$ cat config.mk
export PLATFORM = sky130hd
export DESIGN_NAME = mandelbrot_escape_time
export DESIGN_NICKNAME = d
export VERILOG_FILES = /design/src/hw/rtl/mbe_pkg.sv /design/src/hw/rtl/mbe_cfg.sv /design/src/hw/rtl/mbe_ctrl.sv /design/src/hw/rtl/mbe_dp.sv /design/src/hw/rtl/mandelbrot_escape_time.sv
export SDC_FILE = /design/constraint.sdc
export NUM_CORES = 2
export LEC_CHECK = 0
export BUFFER_PORTS_ARGS = -buffer_cell sky130_fd_sc_hd__buf_2
export CAP_MARGIN = 30
export CELL_PAD_IN_SITES_DETAIL_PLACEMENT = 1
export CELL_PAD_IN_SITES_GLOBAL_PLACEMENT = 1
export CORE_ASPECT_RATIO = 1.75
export CORE_UTILIZATION = 52
export DETAILED_ROUTE_END_ITERATION = 16
export PLACE_DENSITY_LB_ADDON = 0.1
export SYNTH_ARGS = -nofsm -noshare
export SYNTH_HDL_FRONTEND = slang
export SYNTH_HIERARCHICAL = 1
export SYNTH_SLANG_ARGS = --single-unit
$ cat constraint.sdc
create_clock -name clk -period 24.3 [get_ports clk]
set_input_delay 3.645 -clock clk [delete_from_list [all_inputs] [get_ports clk]]
set_output_delay 3.645 -clock clk [all_outputs]
set_load 0.01 [all_outputs]
$ cat src/hw/rtl/mbe_pkg.sv
// Shared types, constants and helpers for the Mandelbrot escape-time block.
// Used by mbe_cfg, mbe_ctrl, mbe_dp, mandelbrot_escape_time and the testbench; no dependencies.
`default_nettype none

package mbe_pkg;

    // Q4.28 fixed point for c and z
    localparam int unsigned FRAC_BITS  = 28;
    localparam int unsigned COORD_W    = 32;
    localparam int unsigned PROD_W     = 2 * COORD_W;
    localparam int unsigned PIX_W      = 10;
    localparam int unsigned ITER_W     = 16;
    localparam int unsigned CFG_IDX_W  = 3;
    localparam int unsigned CFG_DATA_W = 32;

    // |z|^2 escape bound, 4.0 in Q8.56
    localparam logic [PROD_W-1:0] ESCAPE_LIMIT = 64'h0400_0000_0000_0000;

    // Register indexes on the configuration channel
    localparam logic [CFG_IDX_W-1:0] REG_RE_ORIGIN = 3'd0;
    localparam logic [CFG_IDX_W-1:0] REG_RE_STEP   = 3'd1;
    localparam logic [CFG_IDX_W-1:0] REG_IM_ORIGIN = 3'd2;
    localparam logic [CFG_IDX_W-1:0] REG_IM_STEP   = 3'd3;
    localparam logic [CFG_IDX_W-1:0] REG_MAX_ITER  = 3'd4;

    // Reset values: window [-2, 2) at 1/256 per pixel, limit 100
    localparam logic signed [COORD_W-1:0] RST_RE_ORIGIN = -32'sd536870912;
    localparam logic signed [COORD_W-1:0] RST_RE_STEP   = 32'sd1048576;
    localparam logic signed [COORD_W-1:0] RST_IM_ORIGIN = -32'sd536870912;
    localparam logic signed [COORD_W-1:0] RST_IM_STEP   = 32'sd1048576;
    localparam logic [ITER_W-1:0]         RST_MAX_ITER  = 16'd100;

    typedef struct packed {
        logic signed [COORD_W-1:0] re_origin;
        logic signed [COORD_W-1:0] re_step;
        logic signed [COORD_W-1:0] im_origin;
        logic signed [COORD_W-1:0] im_step;
        logic [ITER_W-1:0]         max_iter;
    } cfg_t;

    // Operand pair fed to the shared multiplier
    typedef enum logic [2:0] {
        MUL_MAP_RE = 3'd0,
        MUL_MAP_IM = 3'd1,
        MUL_ZR2    = 3'd2,
        MUL_ZI2    = 3'd3,
        MUL_RI     = 3'd4
    } mul_sel_t;

    typedef struct packed {
        logic     load;    // capture pixel, clear z and count
        mul_sel_t mul_sel;
        logic     cr_en;   // map real part from product
        logic     ci_en;   // map imaginary part from product
        logic     rr_en;   // hold zr^2
        logic     ii_en;   // hold zi^2
        logic     upd_en;  // advance z and count
    } dp_cmd_t;

    typedef struct packed {
        logic stop;        // escaped or limit reached
    } dp_status_t;

    // Clamp a 64-bit signed value to the 32-bit Q4.28 range
    function automatic logic signed [COORD_W-1:0] sat32(input logic signed [PROD_W-1:0] v);
        logic signed [PROD_W-1:0] hi;
        logic signed [PROD_W-1:0] lo;
        hi = 64'sd2147483647;
        lo = -64'sd2147483648;
        if (v > hi)
        begin
            return 32'sh7FFF_FFFF;
        end
        else if (v < lo)
        begin
            return -32'sh8000_0000;
        end
        return $signed(v[COORD_W-1:0]);
    endfunction

    function automatic logic signed [PROD_W-1:0] sext64(input logic signed [COORD_W-1:0] v);
        return $signed({{COORD_W{v[COORD_W-1]}}, v});
    endfunction

endpackage

`default_nettype wire

$ cat src/hw/rtl/mbe_cfg.sv
// Configuration register file: window origin, step and iteration limit.
// Depends on mbe_pkg.
`default_nettype none

module mbe_cfg
(
    input  wire logic                              clk,
    input  wire logic                              rst_n,
    input  wire logic                              cfg_valid,
    output logic                                   cfg_ready,
    input  wire logic [mbe_pkg::CFG_IDX_W-1:0]     cfg_index,
    input  wire logic [mbe_pkg::CFG_DATA_W-1:0]    cfg_data,
    output mbe_pkg::cfg_t                          cfg
);

    mbe_pkg::cfg_t cfg_reg;
    mbe_pkg::cfg_t cfg_next;

    // User writes only while the block is idle; unenforced, all taken
    assign cfg_ready = 1'b1;
    assign cfg       = cfg_reg;

    always_comb
    begin
        cfg_next = cfg_reg;
        if (cfg_valid && cfg_ready)
        begin
            unique case (cfg_index)
                mbe_pkg::REG_RE_ORIGIN: cfg_next.re_origin = $signed(cfg_data);
                mbe_pkg::REG_RE_STEP:   cfg_next.re_step   = $signed(cfg_data);
                mbe_pkg::REG_IM_ORIGIN: cfg_next.im_origin = $signed(cfg_data);
                mbe_pkg::REG_IM_STEP:   cfg_next.im_step   = $signed(cfg_data);
                mbe_pkg::REG_MAX_ITER:  cfg_next.max_iter  = cfg_data[mbe_pkg::ITER_W-1:0];
                default:                cfg_next           = cfg_reg;
            endcase
        end
    end

    always_ff @(posedge clk or negedge rst_n)
    begin
        if (!rst_n)
        begin
            cfg_reg.re_origin <= mbe_pkg::RST_RE_ORIGIN;
            cfg_reg.re_step   <= mbe_pkg::RST_RE_STEP;
            cfg_reg.im_origin <= mbe_pkg::RST_IM_ORIGIN;
            cfg_reg.im_step   <= mbe_pkg::RST_IM_STEP;
            cfg_reg.max_iter  <= mbe_pkg::RST_MAX_ITER;
        end
        else
        begin
            cfg_reg <= cfg_next;
        end
    end

endmodule

`default_nettype wire

$ cat src/hw/rtl/mbe_ctrl.sv
// Sequencer for the escape-time datapath: mapping, then square/test/update loop.
// Depends on mbe_pkg.
`default_nettype none

module mbe_ctrl
(
    input  wire logic                clk,
    input  wire logic                rst_n,
    input  wire logic                start,
    output logic                     busy,
    output logic                     done,
    output mbe_pkg::dp_cmd_t         cmd,
    input  wire mbe_pkg::dp_status_t status
);

    typedef enum logic [8:0] {
        S_IDLE   = 9'b000000001,
        S_MAP_RE = 9'b000000010,
        S_MAP_IM = 9'b000000100,
        S_MAP_FN = 9'b000001000,
        S_SQ_RE  = 9'b000010000,
        S_SQ_IM  = 9'b000100000,
        S_TEST   = 9'b001000000,
        S_UPDATE = 9'b010000000,
        S_DONE   = 9'b100000000
    } state_t;

    state_t state_reg;
    state_t state_next;

    assign busy = (state_reg != S_IDLE);
    assign done = (state_reg == S_DONE);

    always_comb
    begin
        state_next  = state_reg;
        cmd         = '0;
        cmd.mul_sel = mbe_pkg::MUL_ZR2;
        unique case (state_reg)
            S_IDLE:
            begin
                if (start)
                begin
                    cmd.load   = 1'b1;
                    state_next = S_MAP_RE;
                end
            end
            S_MAP_RE:
            begin
                cmd.mul_sel = mbe_pkg::MUL_MAP_RE;
                state_next  = S_MAP_IM;
            end
            S_MAP_IM:
            begin
                cmd.mul_sel = mbe_pkg::MUL_MAP_IM;
                cmd.cr_en   = 1'b1;
                state_next  = S_MAP_FN;
            end
            S_MAP_FN:
            begin
                // z is zero here, so this state doubles as the first zr^2 step
                cmd.mul_sel = mbe_pkg::MUL_ZR2;
                cmd.ci_en   = 1'b1;
                state_next  = S_SQ_IM;
            end
            S_SQ_RE:
            begin
                cmd.mul_sel = mbe_pkg::MUL_ZR2;
                state_next  = S_SQ_IM;
            end
            S_SQ_IM:
            begin
                cmd.mul_sel = mbe_pkg::MUL_ZI2;
                cmd.rr_en   = 1'b1;
                state_next  = S_TEST;
            end
            S_TEST:
            begin
                cmd.mul_sel = mbe_pkg::MUL_RI;
                cmd.ii_en   = 1'b1;
                state_next  = status.stop ? S_DONE : S_UPDATE;
            end
            S_UPDATE:
            begin
                cmd.upd_en = 1'b1;
                state_next = S_SQ_RE;
            end
            S_DONE:
            begin
                state_next = S_IDLE;
            end
            default:
            begin
                state_next = S_IDLE;
            end
        endcase
    end

    always_ff @(posedge clk or negedge rst_n)
    begin
        if (!rst_n)
        begin
            state_reg <= S_IDLE;
        end
        else
        begin
            state_reg <= state_next;
        end
    end

    a_done_single: assert property (@(posedge clk) disable iff (!rst_n)
        done |=> !done)
        else $error("done strobe longer than one cycle");

    a_accept_busy: assert property (@(posedge clk) disable iff (!rst_n)
        (start && !busy) |=> (busy && !done))
        else $error("accepted transaction did not start work");

    a_update_after_test: assert property (@(posedge clk) disable iff (!rst_n)
        cmd.upd_en |-> $past(state_reg == S_TEST) && !$past(status.stop))
        else $error("update without a passing test");

endmodule

`default_nettype wire

$ cat src/hw/rtl/mbe_dp.sv
// Escape-time datapath: one shared 32x32 multiplier, c mapping, z update,
// escape test and iteration counter. Depends on mbe_pkg.
`default_nettype none

module mbe_dp
(
    input  wire logic                          clk,
    input  wire logic                          rst_n,
    input  wire mbe_pkg::cfg_t                 cfg,
    input  wire mbe_pkg::dp_cmd_t              cmd,
    output mbe_pkg::dp_status_t                status,
    input  wire logic [mbe_pkg::PIX_W-1:0]     pixel_x,
    input  wire logic [mbe_pkg::PIX_W-1:0]     pixel_y,
    output logic [mbe_pkg::PIX_W-1:0]          out_x,
    output logic [mbe_pkg::PIX_W-1:0]          out_y,
    output logic [mbe_pkg::ITER_W-1:0]         iterations,
    output logic                               inside_res
);

    localparam int unsigned CW = mbe_pkg::COORD_W;
    localparam int unsigned PW = mbe_pkg::PROD_W;

    logic [mbe_pkg::PIX_W-1:0]  px_reg;
    logic [mbe_pkg::PIX_W-1:0]  py_reg;
    logic signed [CW-1:0]       cr_reg;
    logic signed [CW-1:0]       ci_reg;
    logic signed [CW-1:0]       zr_reg;
    logic signed [CW-1:0]       zi_reg;
    logic signed [PW-1:0]       prod_reg;
    logic signed [PW-1:0]       rr_reg;
    logic signed [PW-1:0]       ii_reg;
    logic [mbe_pkg::ITER_W-1:0] n_reg;

    logic signed [CW-1:0]       mul_a;
    logic signed [CW-1:0]       mul_b;
    logic signed [PW-1:0]       prod_next;
    logic [PW-1:0]              mag;
    logic signed [PW-1:0]       rr_ii_diff;
    logic signed [CW-1:0]       zr_next;
    logic signed [CW-1:0]       zi_next;

    always_comb
    begin
        unique case (cmd.mul_sel)
            mbe_pkg::MUL_MAP_RE:
            begin
                mul_a = $signed({{(CW - mbe_pkg::PIX_W){1'b0}}, px_reg});
                mul_b = cfg.re_step;
            end
            mbe_pkg::MUL_MAP_IM:
            begin
                mul_a = $signed({{(CW - mbe_pkg::PIX_W){1'b0}}, py_reg});
                mul_b = cfg.im_step;
            end
            mbe_pkg::MUL_ZR2:
            begin
                mul_a = zr_reg;
                mul_b = zr_reg;
            end
            mbe_pkg::MUL_ZI2:
            begin
                mul_a = zi_reg;
                mul_b = zi_reg;
            end
            mbe_pkg::MUL_RI:
            begin
                mul_a = zr_reg;
                mul_b = zi_reg;
            end
            default:
            begin
                mul_a = zr_reg;
                mul_b = zr_reg;
            end
        endcase
    end

    assign prod_next = mul_a * mul_b;

    // In the test cycle the product register holds zi^2
    assign mag         = $unsigned(rr_reg) + $unsigned(prod_reg);
    assign status.stop = (mag > mbe_pkg::ESCAPE_LIMIT) || (n_reg >= cfg.max_iter);

    // In the update cycle the product register holds zr*zi
    assign rr_ii_diff = rr_reg - ii_reg;
    assign zr_next    = mbe_pkg::sat32((rr_ii_diff >>> mbe_pkg::FRAC_BITS)
                                       + mbe_pkg::sext64(cr_reg));
    assign zi_next    = mbe_pkg::sat32((prod_reg >>> (mbe_pkg::FRAC_BITS - 1))
                                       + mbe_pkg::sext64(ci_reg));

    always_ff @(posedge clk)
    begin
        prod_reg <= prod_next;
        if (cmd.load)
        begin
            px_reg <= pixel_x;
            py_reg <= pixel_y;
            zr_reg <= '0;
            zi_reg <= '0;
        end
        else if (cmd.upd_en)
        begin
            zr_reg <= zr_next;
            zi_reg <= zi_next;
        end
        if (cmd.cr_en)
        begin
            cr_reg <= mbe_pkg::sat32(prod_reg + mbe_pkg::sext64(cfg.re_origin));
        end
        if (cmd.ci_en)
        begin
            ci_reg <= mbe_pkg::sat32(prod_reg + mbe_pkg::sext64(cfg.im_origin));
        end
        if (cmd.rr_en)
        begin
            rr_reg <= prod_reg;
        end
        if (cmd.ii_en)
        begin
            ii_reg <= prod_reg;
        end
    end

    always_ff @(posedge clk or negedge rst_n)
    begin
        if (!rst_n)
        begin
            n_reg <= '0;
        end
        else if (cmd.load)
        begin
            n_reg <= '0;
        end
        else if (cmd.upd_en)
        begin
            n_reg <= n_reg + 1'b1;
        end
    end

    assign out_x      = px_reg;
    assign out_y      = py_reg;
    assign iterations = n_reg;
    assign inside_res = (n_reg == cfg.max_iter);

    a_upd_below_limit: assert property (@(posedge clk) disable iff (!rst_n)
        cmd.upd_en |-> (n_reg < cfg.max_iter))
        else $error("iteration advanced at or past the limit");

    a_upd_counts: assert property (@(posedge clk) disable iff (!rst_n)
        cmd.upd_en |=> (n_reg == $past(n_reg) + 1'b1))
        else $error("iteration count did not advance");

endmodule

`default_nettype wire

$ cat src/hw/rtl/mandelbrot_escape_time.sv
// Top level of the Mandelbrot escape-time evaluator.
// Depends on mbe_pkg, mbe_cfg, mbe_ctrl and mbe_dp.
//
// Usage
//   Command channel: drive pixel_x/pixel_y and raise start; the transaction
//   is taken at a clock edge where start is high and busy is low. busy stays
//   high until the result has been shown.
//   Result channel: done is high for exactly one cycle with out_x, out_y,
//   iterations and inside_res valid in that cycle. The receiver must take
//   the transaction then; there is no way to hold it off.
//   Configuration channel: cfg_valid/cfg_ready with cfg_index (0 re_origin,
//   1 re_step, 2 im_origin, 3 im_step, 4 max_iter) and cfg_data. Write only
//   while busy is low; cfg_ready is always high, unused indexes are dropped.
// Timing
//   One shared 32x32 multiplier sets the pace: mapping c runs through
//   MAP_RE, MAP_IM and MAP_FN, and each iteration of z = z*z + c steps
//   through zr^2, zi^2, escape test with zr*zi, and update. The next
//   command is taken the cycle after done.
// Reset
//   rst_n is asynchronous, active low; it drops any transaction in flight
//   and loads the default window (-2, -2) at 1/256 per pixel and limit 100.
`default_nettype none

module mandelbrot_escape_time
(
    input  wire logic                           clk,
    input  wire logic                           rst_n,
    input  wire logic                           start,
    output logic                                busy,
    input  wire logic [mbe_pkg::PIX_W-1:0]      pixel_x,
    input  wire logic [mbe_pkg::PIX_W-1:0]      pixel_y,
    output logic                                done,
    output logic [mbe_pkg::PIX_W-1:0]           out_x,
    output logic [mbe_pkg::PIX_W-1:0]           out_y,
    output logic [mbe_pkg::ITER_W-1:0]          iterations,
    output logic                                inside_res,
    input  wire logic                           cfg_valid,
    output logic                                cfg_ready,
    input  wire logic [mbe_pkg::CFG_IDX_W-1:0]  cfg_index,
    input  wire logic [mbe_pkg::CFG_DATA_W-1:0] cfg_data
);

    mbe_pkg::cfg_t      cfg;
    mbe_pkg::dp_cmd_t   cmd;
    mbe_pkg::dp_status_t status;

    // Window and limit registers
    mbe_cfg u_cfg
    (
        .clk       (clk),
        .rst_n     (rst_n),
        .cfg_valid (cfg_valid),
        .cfg_ready (cfg_ready),
        .cfg_index (cfg_index),
        .cfg_data  (cfg_data),
        .cfg       (cfg)
    );

    // Sequencer: issues one datapath command per cycle
    mbe_ctrl u_ctrl
    (
        .clk    (clk),
        .rst_n  (rst_n),
        .start  (start),
        .busy   (busy),
        .done   (done),
        .cmd    (cmd),
        .status (status)
    );

    // Arithmetic: c mapping, z iteration, escape test, counter
    mbe_dp u_dp
    (
        .clk        (clk),
        .rst_n      (rst_n),
        .cfg        (cfg),
        .cmd        (cmd),
        .status     (status),
        .pixel_x    (pixel_x),
        .pixel_y    (pixel_y),
        .out_x      (out_x),
        .out_y      (out_y),
        .iterations (iterations),
        .inside_res (inside_res)
    );

endmodule

`default_nettype wire

# --- Word-level counts from Yosys, hierarchy flattened ---
# Index checks and enable logic that the tools add are counted.
word_totals:
  wordCells: 101
  output_inout_bits: 40
  input_bits: 59
  reg_bits: 509
op_classes:
  multipliers: 1
  reduce_logical: 11
  order_cmp: 10
  muxes: 37
  eq_ne: 19
  add_sub_neg: 7
ops:
  columns: ["operator", "count"]
  rows:
  - ["2-to-1 mux 32 bit", 12]
  - ["greater-than comparator 64 x 32 -> 1 bit (second input constant)", 4]
  - ["less-than comparator 64 x 32 -> 1 bit (second input constant)", 4]
  - ["case mux 32 bit (3 select lines)", 2]
  - ["adder 64 x 32 -> 64 bit", 2]
  - ["adder 64 bit", 1]
  - ["greater-than comparator 64 x 59 -> 1 bit (second input constant)", 1]
  - ["multiplier 32 x 32 -> 64 bit", 1]
  - ["subtractor 64 bit", 1]
  - ["case mux 9 bit (7 select lines)", 1]
  - ["adder 37 x 32 -> 38 bit", 1]
  - ["adder 36 x 32 -> 37 bit", 1]
  - ["2-to-1 mux 16 bit", 2]
  - ["2-to-1 mux 9 bit", 2]
  - ["2-to-1 mux 1 bit", 17]
  - ["adder 16 x 1 -> 16 bit (second input constant)", 1]
  - ["== test 16 bit", 1]
  - ["greater-or-equal comparator 16 bit", 1]
  - ["case mux 3 bit (4 select lines)", 1]
  - ["AND reduction 2 bit", 5]
  - ["== test 3 x 2 -> 1 bit (second input constant)", 3]
  - ["== test 9 x 1 -> 1 bit (second input constant)", 1]
  - ["== test 9 x 2 -> 1 bit (second input constant)", 1]
  - ["== test 9 x 3 -> 1 bit (second input constant)", 1]
  - ["14 further kinds", 18]

# --- Longest topological paths before layout ---
logic_depth:
  ltp_word: 6
  mapped_depth: 40
  mapped_depth_nobuf: 37

# --- By module ---
# Netlist, hierarchy kept.
by_module_without_submodules:
  columns: ["module", "seq_area_each_um2", "area_each_um2", "instances", "cells_each"]
  rows:
  - ["mbe_dp", 9328.9, 67851.3, 1, 7743]
  - ["mbe_cfg", 3617.2, 5455.2, 1, 311]
  - ["mbe_ctrl", 226.5, 568.0, 1, 59]

# --- Worst setup path after synthesis ---
# No wires, ideal clock.
synth_path:
  kind: "reg-to-reg"
  start: "register u_ctrl.state_reg[1]"
  end: "register u_dp.prod_reg[60]"
  arrival_time_ns: 17.031
  n_path_buf: 5
  slack_ns: 7.207
  stages_incl_launch_ff: 38
  setup_time_ns: 0.062
  synth_period_minus_slack_ns: 17.093
  required_time_ns: 24.238
  cell_sequence: "dfrtp_1 > buf_6 > nor2_1 > nand3_1 > nor4b_1 > or2_1 > clkbuf_1 > buf_1 > clkbuf_1 > mux2i_1 > nand2_1 > o221a_2 > clkbuf_1 > nand2_1 > inv_1 > fa_1 > fa_1 > fa_1 > (+2 left out) > fa_1 > inv_1 > fa_1 > inv_1 > fa_1 > inv_1 > fa_1 > ha_1 > a21o_1 > a21o_1 > a21oi_1 > nor2_1 > a21oi_1 > o31ai_1 > o41ai_1 > o21ai_0 > a2111o_1 > nand3_1"
synth_rtl:
  columns: ["element", "line_no", "rtl"]
  rows:
  - ["start: declaration", "mbe_ctrl.sv:28", "state_t state_reg;"]
  - ["start signal: assignment", "mbe_ctrl.sv:107", "state_reg <= state_next;"]
  - ["end signal: assignment", "mbe_dp.sv:93", "prod_reg <= prod_next;"]
  - ["end: declaration", "mbe_dp.sv:29", "logic signed [PW-1:0] prod_reg;"]

==> results_dict.tcl <==
set metrics [dict create \
    outcome "complete, no violations" \
    cts_max_level 2 \
    io_pins 99 \
    dp.cells 9845 \
    ant_nets 0 \
    cp.required_ps 24920 \
    grt_pass1_wl_mm 460.7 \
    numPortBuffers 97 \
    reg2regPathDepth 35 \
    synth_warnings 6 \
    synth_fa_ha_area_frac 0.3835 \
    finalCritPeriodShare 0.5564 \
    vdd_drop_max_mv 0.09330 \
    dr.pass1.iters 6 \
    dp_hpwl_mm 252.3 \
    die-area_mm2 0.1436 \
    wire_per_inst_um 31.62 \
    synth_cell_type_count 107 \
    place_area_mm2 0.07692 \
    finalSetupTns_ps 0 \
    die_h_um 500.6 \
    fin_cells 9995 \
    fmax_ghz 0.07397 \
    endpoint_kind "flop" \
    largest_reg_flops 144 \
    rsz0062_at_grt "no" \
    clock_latency_ps 740 \
    syn_area_mm2 0.07387 \
    hp-start "u_cfg/cfg[109]" \
    start_util 0.5249 \
    clkTransAtPathRegs_ps 70 \
    numCtsBuffers 55 \
    r2r_start "u_ctrl/state_reg[7]" \
    cts_setup_buffers 0 \
    drt_iter0_drc 4186 \
    synth_compound_area_frac 0.1462 \
    max_slew_margin 0.2389 \
    final_nets 9739 \
    synth_nets 9784 \
    worst_pin_slew_ps 1140 \
    area_delta_synth_final_pct 7.158 \
    cp_slowest_stage_delay_ps 770 \
    die_w_um 286.9 \
    powerDensity_mw_per_mm2 82.76 \
    hold_depth 1 \
    hold_viol 0 \
    num_vias 63740 \
    setup_viol 0 \
    ctsHoldBuffers 0 \
    clk_root_buffer_cell "clkbuf_16" \
    slew_violations 0 \
    via_per_inst 6.377 \
    gr-total-overflow 0 \
    synth_edf_count 212 \
    max_cap_violations 0 \
    ctsLongestPathBuffers 3 \
    path_max_fanout 46 \
    gp_congestion 1.040 \
    cpMaxStageDelayCell "and3_2" \
    r2r-end "u_dp/prod_reg[62]" \
    async_flop_share 0.3320 \
    cpMostUsedCell "fa_1" \
    crit_start "u_ctrl/state_reg[7]" \
    synth_xor_area_frac 0.03709 \
    drive_gt1_frac 0.07616 \
    grt_max_degree 77 \
    drc 0 \
    clkSinkCount 509 \
    final.fill_count 16200 \
    synthSimpleGateAreaFrac 0.1450 \
    hp-class "reg -> reg" \
    final_area_mm2 0.07916 \
    start_kind "flop" \
    crit_type "reg -> reg" \
    ys.flop_type "edfxtp_1" \
    clock_skew_ps 68.51 \
    synth_cells 8113 \
    synth.avg_cell_area_um2 9.106 \
    power_leakage_uw 0.03628 \
    synth_top_family_by_area "adder cells" \
    core_mm2 0.1407 \
    yosysSeqAreaShare 0.1783 \
    total_power_uw 6551 \
    reg2reg_slack_ps 10780 \
    muxShareOfSynthArea 0.03130 \
    holdPathEnd "u_cfg/cfg[109]" \
    period_needed_ps 13520 \
    routed_wl_mm 316.1 \
    grt_pass1_vias 70220 \
    antenna_found_initial 26 \
    tritoncts "built" \
    cts.repair.resized 0 \
    grt_util_all_layers 0.4451 \
    rows 182 \
    cp.arrival_ps 14140 \
    ys_ff_latch 509 \
]
-- Yosys cell counts, drive strengths merged, types with 43 or more instances --
library cell	n	area, um^2
nand2	848	3186
dfrtp	157	3929
inv	1126	4227
and3	52	326.6
fa	1087	21760
xnor2	184	1619
xor2	128	1121
o21bai	53	397.9
nor2b	46	287.8
nand2b	62	387.9
ha	525	6569
and2	43	269.0
o21ai	262	1311
nand4	93	596.8
buf	52	355.3
mux2	160	1802
edfxtp	212	6366
a211oi	117	883.4
nand3	138	690.7
nor3	106	546.8
o21a	46	345.3
clkbuf	325	1220
nor2	856	3216
mux2i	51	510.5
dfxtp	128	2562
o221ai	66	765.7
a21oi	393	1971
a21o	194	1456
-- stage by stage --
step	worst slack, ps	hold WS [ps]	utilization
after floorplan	7207	457.4	-
after global placement	11140	466.5	0.5447
after detailed placement	11080	474.0	0.5465
after CTS	10950	488.9	0.5609
after global routing	10070	504.4	0.5623
final	10780	485.4	0.5625
-- metal layers --
metal	track usage	vias up	part of all wire
met2	0.7481	2711	0.48
met4	0.4589	12	0.13
met3	0.08194	1308	0.065
met5	0	-	0.00029
li1	-	27090	-
met1	0.4502	32620	0.32
-- worst max-delay path: cells and delay by family, from the launching register on --
| family | cells | cell delay (ps) |
|---|---|---|
| AOI/OAI and AO/OA | 11 | 3990 |
| xor gates and xnor gates | 1 | 150 |
| buffers and inverters | 5 | 1390 |
| DFF | 1 | 460 |
| adders and majority gates | 9 | 4210 |
| and+or+nand+nor | 9 | 3150 |
-- worst max-delay path by stage --
stage,end,slack (ps),depth (start not counted)
floorplan,u_dp/prod_reg[60],7210,37
global placement,u_dp/prod_reg[62],11140,34
detailed placement,u_dp/prod_reg[62],11080,36
CTS,u_dp/prod_reg[62],10950,36
global route,u_dp/prod_reg[62],10070,35
finish,u_dp/prod_reg[62],10780,35
-- layout by cell type (no fill, tap or decap), types with 27 or more instances in the layout --
cell type	instances
o21ai_0	239
buf_2	98
nor3_1	104
a31oi_1	39
nand3_1	138
and2_1	43
o21bai_1	53
diode_2	41
o211ai_1	41
a21o_1	194
nor2_1	851
edfxtp_1	212
clkbuf_16	56
o31ai_1	27
o21a_1	46
dfrtp_1	157
nand2_1	847
mux2_2	85
mux2i_1	51
nand4_1	92
o221ai_2	40
a22oi_1	29
a21oi_1	390
nor2b_1	46
nor4_1	28
a211oi_1	116
xor2_1	128
and3_1	50
nand2b_1	62
ha_1	525
dfxtp_1	128
buf_4	159
inv_1	1126
fa_1	1087
xnor2_1	182
mux2_1	75
-- report_power, final --
part | switching [uW] | total, uW | internal (uW)
combinational | 2960 | 4360 | 1400
sequential | 183 | 1230 | 1050
clock | 417 | 959 | 542
total | 3560 | 6550 | 2990
-- cell type report --
type / count / area [um^2] / share of cell area
Antenna cell: 41 / 102.6 / 0.001296
Clock buffer: 75 / 1553 / 0.01961
Clock inverter: 28 / 466.7 / 0.005895
Inverter: 1127 / 4230 / 0.05344
Multi-Input combinational cell: 6100 / 55290 / 0.6984
Sequential cell: 509 / 13170 / 0.1664
Tap cell: 1840 / 2302 / 0.02908
Timing Repair Buffer: 275 / 2049 / 0.02589
-- kinds of logic after synthesis --
kind of cell | Yosys count
AO/OA/AOI/OAI | 1563
other | 1
AND/OR/NAND/NOR | 2401
XOR/XNOR | 312
flip-flops | 509
buffers and inverters | 1504
adder cells (fa/ha/maj) | 1612
multiplexers | 211
Note: power is estimated with default switching activity, not from simulation.
